File: src/rtl/bft_fifo.sv
`timescale 1ns / 1ps
module bft_fifo #(
  parameter int WIDTH     = 48,
  parameter int DEPTH_LOG = 5
) (
  input  logic                 clk,
  input  logic                 rst,
  input  logic                 push,
  input  logic [WIDTH-1:0]     push_data,
  input  logic                 pop,
  output logic [WIDTH-1:0]     head,
  output logic                 nonempty,
  output logic [DEPTH_LOG:0]   level
);

  logic [WIDTH-1:0]     mem [1 << DEPTH_LOG];
  logic [DEPTH_LOG-1:0] wr_ptr;
  logic [DEPTH_LOG-1:0] rd_ptr;

  always_ff @(posedge clk) begin
    if (push) begin
      mem[wr_ptr] <= push_data;
    end
  end

  always_ff @(posedge clk) begin
    if (rst) begin
      wr_ptr <= '0;
      rd_ptr <= '0;
      level  <= '0;
    end else begin
      if (push) begin
        wr_ptr <= wr_ptr + 1'b1;
      end
      if (pop) begin
        rd_ptr <= rd_ptr + 1'b1;
      end
      unique case ({push, pop})
        2'b10:   level <= level + 1'b1;
        2'b01:   level <= level - 1'b1;
        default: level <= level;
      endcase
    end
  end

  assign head     = mem[rd_ptr];
  assign nonempty = (level != '0);

endmodule

File: config.mk
export PLATFORM = sky130hd
export DESIGN_NAME = bft_fifo
export DESIGN_NICKNAME = d
export VERILOG_FILES = /design/src/rtl/bft_fifo.sv
export SDC_FILE = /design/constraint.sdc
export NUM_CORES = 1
export LEC_CHECK = 0
export BUFFER_PORTS_ARGS = -buffer_cell sky130_fd_sc_hd__buf_2
export CAP_MARGIN = 10
export CORE_MARGIN = 3
export CORE_UTILIZATION = 55
export CTS_CLUSTER_DIAMETER = 40
export DETAILED_ROUTE_END_ITERATION = 10
export HOLD_SLACK_MARGIN = 0.05
export PLACE_DENSITY_LB_ADDON = 0.08
export SLEW_MARGIN = 10
export SYNTH_ARGS = -nofsm -noshare
export SYNTH_HDL_FRONTEND = slang
export SYNTH_SLANG_ARGS = --single-unit
File: constraint.sdc
create_clock -name clk -period 5.1 [get_ports clk]
set_input_delay 1.02 -clock clk [delete_from_list [all_inputs] [get_ports clk]]
set_output_delay 1.02 -clock clk [all_outputs]
set_load 0.01 [all_outputs]
==> metrics.csv <==
stage,metric,value,unit
outcome,status,"complete, no violations",
timing,tightest_slew,1.18,ns
floorplanning,core,0.108,mm2
timing,hold_viol,0,
global_route,grt_pass1_wl,212,mm
hold_path,hold_path.class,reg -> reg,
timing,rsz0062_at_grt,no,
setup_path,start_kind,flip-flop,
detailed_routing,routed_wl,146,mm
clock_network,numClockSinks,1557,
global_route,grtUsageTotal,26.3,%
detailed_routing,viasPerCell,6.43,
layout,drive_gt1_share,30.5,%
clock_network,hold_buffers,0,
logic_synthesis,yosysSeqAreaShare,77.8,%
floorplanning,ios,107,
floorplanning,die_area,0.113,mm2
power_and_ir_drop,p_total,28700,uW
timing,hold_ws,0.549,ns
logic_synthesis,synth-compound-area-share,4.56,%
logic_synthesis,synthesis.area,0.0598,mm2
global_route,grt_pass1_vias,30900,
layout,fin_nets,3233,
layout,area_growth,15.2,%
clock_network,worst_skew_pair.late_latency,0.79,ns
run,cap_violations,0,
logic_synthesis,synth_edf_count,1536,
logic_synthesis,synth_area_leaders,"edfxtp_1, mux4_2, mux2_2",
detailed_routing,final_antenna_net_count,0,
placement,hpwlAfterDp,73.2,mm
logic_synthesis,synth_cells,2978,
logic_synthesis,synth_nets,3038,
setup_path,critical_path_class,reg -> out,
logic_synthesis,synth-xor-area-share,0.161,%
setup_path,cp.arrival,3.76,ns
global_route,grt_overflow,0,
setup_path,slowest_delay,0.70,ns
logic_synthesis,synth_cell_types,45,
setup_path,cp_cell_sequence,"nand2b_4, buf_12, o22ai_1, nor3_1, or4_1, buf_2",
power_and_ir_drop,cellLeakagePower,0.0216,uW
power_and_ir_drop,irDropWorstVdd,0.000303,V
logic_synthesis,ys_async_sr_fraction,0,%
detailed_routing,vias,30400,
setup_path,crit_slowest_cell,dfxtp_1,
clock_network,cts_setup_buffers,0,
setup_path,cp.required,4.08,ns
floorplanning,die_h,336,um
clock_network,cts.root.buffer_cell,clkbuf_16,
timing,setup_violations,0,
logic_synthesis,netlist.area_leader.share,77.1,%
timing,tns,0,ns
global_route,antenna_found_initial,6,
logic_synthesis,synth.top_cells.by_count,"edfxtp_1, mux2_2, mux4_2",
logic_synthesis,muxShareOfSynthArea,12.8,%
power_and_ir_drop,powerDensity,417,mW/mm2
timing,fin_crit_sh,93.8,%
floorplanning,start_util,55.6,%
layout,fillers,7188,
logic_synthesis,post-synth-top-count-cell,edfxtp_1,
setup_path,endpoint_kind,output port,
logic_synthesis,synth_warnings,0,
clock_network,cts_resized,0,
logic_synthesis,ys.flop_type,edfxtp_1,
logic_synthesis,avgSynthCellArea,20.1,um2
detailed_routing,drt_iter0_drc,2980,
clock_network,cts_tree,yes,
logic_synthesis,yosysTopAreaCell,edfxtp_1,
detailed_routing,first_pass_iters,6,
clock_network,numCtsBuffers,181,
logic_synthesis,ys_seq_elements,1557,
placement,place_area,0.0628,mm2
timing,slew_headroom,21.2,%
detailed_routing,drcViolationCount,0,
setup_path,crit_fanout,40,
timing,finalCriticalPeriod,4.78,ns
floorplanning,die_w,336,um
clock_network,cts_max_level,4,
logic_synthesis,synth_top_family_by_area,multiplexers,
floorplanning,num_rows,120,
clock_network,clk_pin_slew,0.06,ns
placement,portBuffers,106,
clock_network,cts_buffer_depth,3,
logic_synthesis,synthAdderAreaFrac,0.167,%
timing,slew_viol_final,0,
logic_synthesis,synth-simple-area-share,3.14,%
placement,globalplace.congestion,0.757,
detailed_routing,wl_per_cell,30.9,um
layout,fin_area,0.0689,mm2
global_route,grt_max_degree,85,
timing,timing.fmax,209,MHz
timing,clock-skew-final,0.0293,ns
## registers in the layout (all words and copies together) (netlist names), named ones only
| name | flops |
|---|---|
| level | 6 |
| mem | 1536 |
| rd_ptr | 5 |
| wr_ptr | 5 |
## cells by family (layout without fill, tap and decap cells)
group,Yosys count,after routing
and+or+nand+nor,332,332
muxes,487,487
other,0,2
adders and majority gates,8,8
buffers and inverters,187,532
AOI/OAI and AO/OA,396,396
DFF,1557,1557
xor gates and xnor gates,11,11
## final timing paths
check / from / to / slack, ns / depth (start not counted)
max reg2reg: wr_ptr[0] / mem[24][2] / 2.22 / 5
min reg2reg: rd_ptr[4] / rd_ptr[4] / 0.55 / 2
max: flip-flop / head[33] / 0.32 / 6
min: rd_ptr[4] / rd_ptr[4] / 0.55 / 2
## cells in the final DEF (no fill, tap or decap), types with 51 or more instances in the layout
cell type | netlist | routed
clkbuf_16 | 0 | 182
a211oi_1 | 96 | 96
o22ai_1 | 97 | 97
mux4_2 | 192 | 192
buf_2 | 19 | 106
mux2_2 | 290 | 290
o21ai_0 | 51 | 51
nor2b_1 | 100 | 99
nor3_1 | 96 | 96
a22o_1 | 96 | 96
edfxtp_1 | 1536 | 1536
## critical path, delay by kind of cell (launching register included)
family | cells | cell delay [ns]
compound gates | 1 | 0.22
buf+inv | 2 | 0.65
flops | 1 | 0.70
simple gates | 3 | 1.29
## power by group
group / switching, uW / internal, uW / leakage (uW)
Sequential: 58.6 / 14100 / 0.0140
Combinational: 900 / 664 / 0.00466
Clock: 5270 / 7710 / 0.00291
Total: 6230 / 22500 / 0.0216
## metal layers
layer  GRT usage [%]  vias to the layer above  share of wire [%]
met5               0                        -             0.0075
met4            7.33                        2                2.3
met3            4.13                      209                7.2
met2            41.9                     1237                 49
met1            38.4                    16200                 42
li1                -                    12800                  -
## metrics by stage
stage | worst slack, ns | util, % | cells
final | 0.318 | 64.1 | 4728
after global placement | 1.21 | 58.4 | 4393
after CTS | 0.350 | 64.1 | 4726
after detailed placement | 1.20 | 58.4 | 4393
after global routing | 0.271 | 64.1 | 4727
after floorplan | 1.02 | - | 2978
## final cells by class
| type | count | area [um2] | share of cell area [%] |
|---|---|---|---|
| Timing Repair Buffer | 193 | 1710 | 2.48 |
| Multi-Input combinational cell | 1234 | 12700 | 18.5 |
| Inverter | 6 | 22.5 | 0.0327 |
| Clock buffer | 206 | 4660 | 6.77 |
| Antenna cell | 2 | 5.00 | 0.00726 |
| Tap cell | 1403 | 1760 | 2.55 |
| Clock inverter | 127 | 1470 | 2.14 |
| Sequential cell | 1557 | 46600 | 67.5 |
Note: power is estimated with default switching activity, not from simulation.
