===== src/rtl/bft_pkg.sv =====
`timescale 1ns / 1ps
package bft_pkg;

  localparam int QUEUE_LOG   = 5;
  localparam int QUEUE_DEPTH = 1 << QUEUE_LOG;

  localparam logic [7:0] CFG_STANCE = 8'd0;
  localparam logic [7:0] CFG_SPEED  = 8'd1;

  localparam logic [16:0] ONE16  = 17'h10000;
  localparam logic [16:0] HALF16 = 17'h08000;

  typedef struct packed {
    logic [16:0] bt;
    logic [15:0] bu;
  } bft_cfg_t;

  typedef struct packed {
    logic [16:0]        u;
    logic signed [15:0] stride;
    logic [14:0]        lift;
  } bft_item_t;

endpackage


===== src/rtl/bft_front.sv =====
`timescale 1ns / 1ps
module bft_front import bft_pkg::*; #(
  parameter int PHASE_FRAC_BITS = 16
) (
  input  logic               clk,
  input  logic               rst,
  input  bft_cfg_t           cfg,
  input  logic               in_valid,
  output logic               in_ready,
  input  logic [31:0]        in_phase,
  input  logic signed [15:0] in_stride,
  input  logic [14:0]        in_lift,
  input  logic               q_pop,
  output logic               q_push,
  output bft_item_t          q_item
);

  localparam logic [1:0] SEG_RISE   = 2'd0;
  localparam logic [1:0] SEG_MID_LO = 2'd1;
  localparam logic [1:0] SEG_MID_HI = 2'd2;
  localparam logic [1:0] SEG_FALL   = 2'd3;
  localparam int         DIV_STEPS  = 17;

  typedef struct packed {
    logic [16:0]        rem;
    logic [16:0]        nlo;
    logic [16:0]        q;
    logic [16:0]        d;
    logic [1:0]         kind;
    logic signed [15:0] stride;
    logic [14:0]        lift;
  } div_t;

  logic [QUEUE_LOG:0] occ;
  logic               accept;
  logic [15:0]        x_in;

  logic               a_valid;
  logic [15:0]        a_x;
  logic signed [15:0] a_stride;
  logic [14:0]        a_lift;

  logic [16:0] twox;
  logic [16:0] lo_edge;
  logic [17:0] hi_edge;
  logic [16:0] span_u;
  logic [16:0] mag;
  logic [16:0] y;
  logic [33:0] num;
  logic [16:0] den;
  logic [1:0]  kind;
  div_t        dv_init;

  logic        dv_v [1:DIV_STEPS];
  div_t        dv_r [1:DIV_STEPS];
  div_t        dv_next [1:DIV_STEPS];

  logic [17:0] u_raw;
  logic [16:0] u_fin;
  logic        p_valid;
  bft_item_t   p_item;

  generate
    if (PHASE_FRAC_BITS >= 16) begin : g_wide
      assign x_in = in_phase[PHASE_FRAC_BITS-1 -: 16];
    end else begin : g_narrow
      assign x_in = {in_phase[PHASE_FRAC_BITS-1:0], {(16-PHASE_FRAC_BITS){1'b0}}};
    end
  endgenerate

  assign in_ready = ~occ[QUEUE_LOG];
  assign accept   = in_valid & in_ready;

  always_ff @(posedge clk) begin
    if (rst) begin
      occ <= '0;
    end else begin
      unique case ({accept, q_pop})
        2'b10:   occ <= occ + 1'b1;
        2'b01:   occ <= occ - 1'b1;
        default: occ <= occ;
      endcase
    end
  end

  always_ff @(posedge clk) begin
    a_x      <= x_in;
    a_stride <= in_stride;
    a_lift   <= in_lift;
  end

  always_comb begin
    twox    = {a_x, 1'b0};
    lo_edge = ONE16 - cfg.bt;
    hi_edge = {1'b0, ONE16} + {1'b0, cfg.bt};
    span_u  = ONE16 - {1'b0, cfg.bu};
    y       = ONE16 - {1'b0, a_x};
    mag     = (twox < ONE16) ? (ONE16 - twox) : (twox - ONE16);
    num     = '0;
    den     = lo_edge;
    kind    = SEG_RISE;
    priority if (twox < lo_edge) begin
      num = 34'({1'b0, a_x}) * 34'(span_u);
    end else if ({1'b0, twox} <= hi_edge) begin
      kind = (twox < ONE16) ? SEG_MID_LO : SEG_MID_HI;
      num  = 34'(mag) * 34'(cfg.bu);
      den  = {cfg.bt[15:0], 1'b0};
    end else begin
      kind = SEG_FALL;
      num  = 34'(y) * 34'(span_u);
    end
    num = num + 34'(den[16:1]);
    dv_init.rem    = num[33:17];
    dv_init.nlo    = num[16:0];
    dv_init.q      = '0;
    dv_init.d      = den;
    dv_init.kind   = kind;
    dv_init.stride = a_stride;
    dv_init.lift   = a_lift;
  end

  // one quotient bit per stage
  always_comb begin
    div_t        src;
    logic [17:0] r2;
    logic [17:0] diff;
    logic        ge;
    for (int i = 1; i <= DIV_STEPS; i++) begin
      src  = (i == 1) ? dv_init : dv_r[i-1];
      r2   = {src.rem, src.nlo[16]};
      diff = r2 - {1'b0, src.d};
      ge   = (r2 >= {1'b0, src.d});
      dv_next[i]     = src;
      dv_next[i].rem = ge ? diff[16:0] : r2[16:0];
      dv_next[i].nlo = {src.nlo[15:0], 1'b0};
      dv_next[i].q   = {src.q[15:0], ge};
    end
  end

  always_ff @(posedge clk) begin
    for (int i = 1; i <= DIV_STEPS; i++) begin
      dv_r[i] <= dv_next[i];
    end
  end

  always_ff @(posedge clk) begin
    if (rst) begin
      a_valid <= 1'b0;
      p_valid <= 1'b0;
      for (int i = 1; i <= DIV_STEPS; i++) begin
        dv_v[i] <= 1'b0;
      end
    end else begin
      a_valid <= accept;
      dv_v[1] <= a_valid;
      for (int i = 2; i <= DIV_STEPS; i++) begin
        dv_v[i] <= dv_v[i-1];
      end
      p_valid <= dv_v[DIV_STEPS];
    end
  end

  always_comb begin
    unique case (dv_r[DIV_STEPS].kind)
      SEG_RISE:   u_raw = {1'b0, dv_r[DIV_STEPS].q};
      SEG_MID_LO: u_raw = (dv_r[DIV_STEPS].q > HALF16) ? 18'd0
                          : {1'b0, HALF16 - dv_r[DIV_STEPS].q};
      SEG_MID_HI: u_raw = {1'b0, HALF16} + {1'b0, dv_r[DIV_STEPS].q};
      SEG_FALL:   u_raw = (dv_r[DIV_STEPS].q > ONE16) ? 18'd0
                          : {1'b0, ONE16 - dv_r[DIV_STEPS].q};
      default:    u_raw = '0;
    endcase
    u_fin = (u_raw > {1'b0, ONE16}) ? ONE16 : u_raw[16:0];
  end

  always_ff @(posedge clk) begin
    p_item.u      <= u_fin;
    p_item.stride <= dv_r[DIV_STEPS].stride;
    p_item.lift   <= dv_r[DIV_STEPS].lift;
  end

  assign q_push = p_valid;
  assign q_item = p_item;

endmodule


===== config.mk =====
export PLATFORM = sky130hd
export DESIGN_NAME = bft_front
export DESIGN_NICKNAME = d
export VERILOG_FILES = /design/src/rtl/bft_pkg.sv /design/src/rtl/bft_front.sv
export SDC_FILE = /design/constraint.sdc
export NUM_CORES = 2
export LEC_CHECK = 0
export ABC_AREA = 1
export ABC_CLOCK_PERIOD_IN_PS = 13600
export BUFFER_PORTS_ARGS = -buffer_cell sky130_fd_sc_hd__buf_4
export CORE_ASPECT_RATIO = 0.6
export CORE_MARGIN = 2
export CORE_UTILIZATION = 40
export CTS_CLUSTER_SIZE = 12
export DETAILED_ROUTE_END_ITERATION = 8
export MAX_ROUTING_LAYER = met4
export PLACE_DENSITY = 0.61
export SYNTH_ARGS = -nofsm -noshare
export SYNTH_HDL_FRONTEND = slang
export SYNTH_SLANG_ARGS = --single-unit

===== constraint.sdc =====
create_clock -name clk -period 13.6 [get_ports clk]
set_input_delay 0.68 -clock clk [delete_from_list [all_inputs] [get_ports clk]]
set_output_delay 0.68 -clock clk [all_outputs]
set_load 0.005 [all_outputs]

==> impl_metrics.ini <==
[status]
status = finished clean

[routing]
antenna_left = 0
drc = 0
drtIter0Drc = 5344
post_drt_wl_per_cell_um = 19.3
wl_um = 233000
viasPerCell = 4.88
vias = 58800
dr.pass1.iters = 6

[synthesis]
synth_seq_cells = 1514
synth_top_cell_area_share = 0.383
dominantRegCellSynth = dfxtp_1
syn-num-nets = 10500
syn_inst = 9082
yosysWarnings = 0
ys_seq_area_frac = 0.383
yosysTopAreaCell = dfxtp_1
syn_area_per_cell_um2 = 8.72
yosysUniqueCellTypes = 58
netlist_area_mm2 = 0.0792
synth_edf_count = 0
synthArstFlopShare = 0
synth_area_leaders = dfxtp_1 (38%), fa_1 (16%), ha_1 (11%)

[clock_tree]
cts_buffers = 158
clkLatencyLatePin_ps = 810
post_cts_resized = 0
cts_max_level = 4
path_clk_slew_ps = 70
cts-root-buf = clkbuf_16
cts_tree = yes
clk_path_buf_depth = 4
cts.sinks = 1514

[critical_path]
cp-start-kind = flip-flop
arrival_ps = 13130
path_max_fanout = 16
crit_path_end_kind = flip-flop
critPathKind = reg -> reg
worstPathBufferInverterCount = 10
critical_path.slowest_cell = fa_1
cp.required_ps = 14340
cp_top_family = adder cells
max_stage_delay_ps = 690
crit_path_frequent_cell = nand2_1

[timing]
grt_setup_unrepaired = no
min_period_ps = 12400
worst_pin_slew_ps = 1200
tns_ps = 0
fmax_mhz = 80.7
maxSlewViolCount = 0
max_slew_margin = 0.189
clock-skew-final_ps = 85.8
fin_crit_sh = 0.912
hold_viol_final = 0
finalSetupViolCount = 0

[die]
die_y_um = 349
die_w_um = 579
start_util = 0.403
die-area_mm2 = 0.202
rows = 126
boundaryPins = 150
coreArea_mm2 = 0.197

[global_route]
gr-total-overflow = 0
track_usage = 0.239
grt_pass1_wl_um = 353000
grt_antenna_before_repair = 18
first_global_vias = 57100
grt_max_degree = 38

[final_layout]
fin_nets = 10800
drive_above_1_share = 0.0574
fillCellCount = 19100
instances_no_fill = 12100
most-common-layout-cells = nand2_1 (1768), inv_1 (1716), dfxtp_1 (1514)
mostFrequentLayoutCell = nand2_1
area_growth_pct = 12.0

[placement]
place_inst = 11800
dpl.hpwl_um = 190000
place.gp.congestion = 1.02
io_buffers = 133

[hold_path]
hold_path.class = in -> reg

[run]
cap_viol_max_count = 0
-- final cells by class --
cell class                      instances  area, um2  share of cell area
Tap cell                             2624       3280              0.0370
Sequential cell                      1514      30300               0.342
Multi-Input combinational cell       5632      41600               0.469
Inverter                             1746       6550              0.0739
Clock buffer                          183       4150              0.0468
Antenna cell                           11       27.5            0.000310
Timing Repair Buffer                  327       2560              0.0289
Clock inverter                         17        236             0.00267
-- registers in the layout, summed over array words and instances (netlist names) --
name and flops:
occ 6, a_lift 15, dv_v 17, q_item 48
a_stride 16, a_x 16, dv_r 1394, a_valid 1
q_push 1
-- what timing repair did --
| action | CTS | global route |
|---|---|---|
| buffers inserted | 0 | 0 |
| hold buffers | 43 | 0 |
| hold endpoints to repair | 43 | 0 |
-- metal layers --
layer / routed length, um / vias to the layer above / track usage / share of wire
met5: 0 / - / - / 0
met1: 122000 / 27800 / 0.380 / 0.53
li1: - / 28500 / - / -
met4: 3990 / 0 / 0.0470 / 0.017
met3: 27700 / 245 / 0.0825 / 0.12
met2: 78700 / 2293 / 0.276 / 0.34
-- final timing paths --
kind	depth (start not counted)	start	endpoint	slack (ps)
min	1	in_phase[12]	a_x[12]	60
max	55	a_x[0]	dv_r[0][187]	1200
min reg2reg	0	dv_r[0][951]	dv_r[0][1052]	270
max reg2reg	55	a_x[0]	dv_r[0][187]	1200
-- stage by stage --
step | util | hold slack (ps) | worst slack [ps] | cell area [um2]
5_1_grt | 0.451 | 8.65 | 448 | 88700
4_1_cts | 0.451 | 3.14 | 1360 | 88700
3_5_place_dp | 0.426 | 312 | 1370 | 83900
3_3_place_gp | 0.426 | 309 | 1370 | 83900
6_report | 0.451 | 58.5 | 1200 | 88700
2_1_floorplan | - | 310 | 3090 | 79200
-- kinds of logic after synthesis --
family	count (synthesis)	share of synthesized area
AO/OA/AOI/OAI	1043	0.0704
XOR/XNOR	307	0.0339
adder cells (fa/ha/maj)	1312	0.268
buffers and inverters	1936	0.0927
flip-flops	1514	0.383
AND/OR/NAND/NOR	2970	0.152
-- cells in the mapped netlist (all sizes together), types with 2 or more instances --
master and instances:
a311oi 7, xnor2 126, o21ai 360, o21a 10, fa 645, and3 2, a21boi 8, a21o 17
nand3 232, clkinv 20, and2 10, or2 16, a211oi 13, a31oi 13, o21bai 10, xor2 181
nor4 20, o211ai 4, nand2 1787, nor3 40, nor2 770, buf 32, clkbuf 158, inv 1726
dfxtp 1514, a21oi 560, o22ai 3, nand3b 22, o31ai 25, o221ai 8, nand4 70, ha 667
o2111ai 2
Power is left out: the tool's default activity adds up to more than one toggle a clock period on the data nets, which glitch-free logic cannot reach.
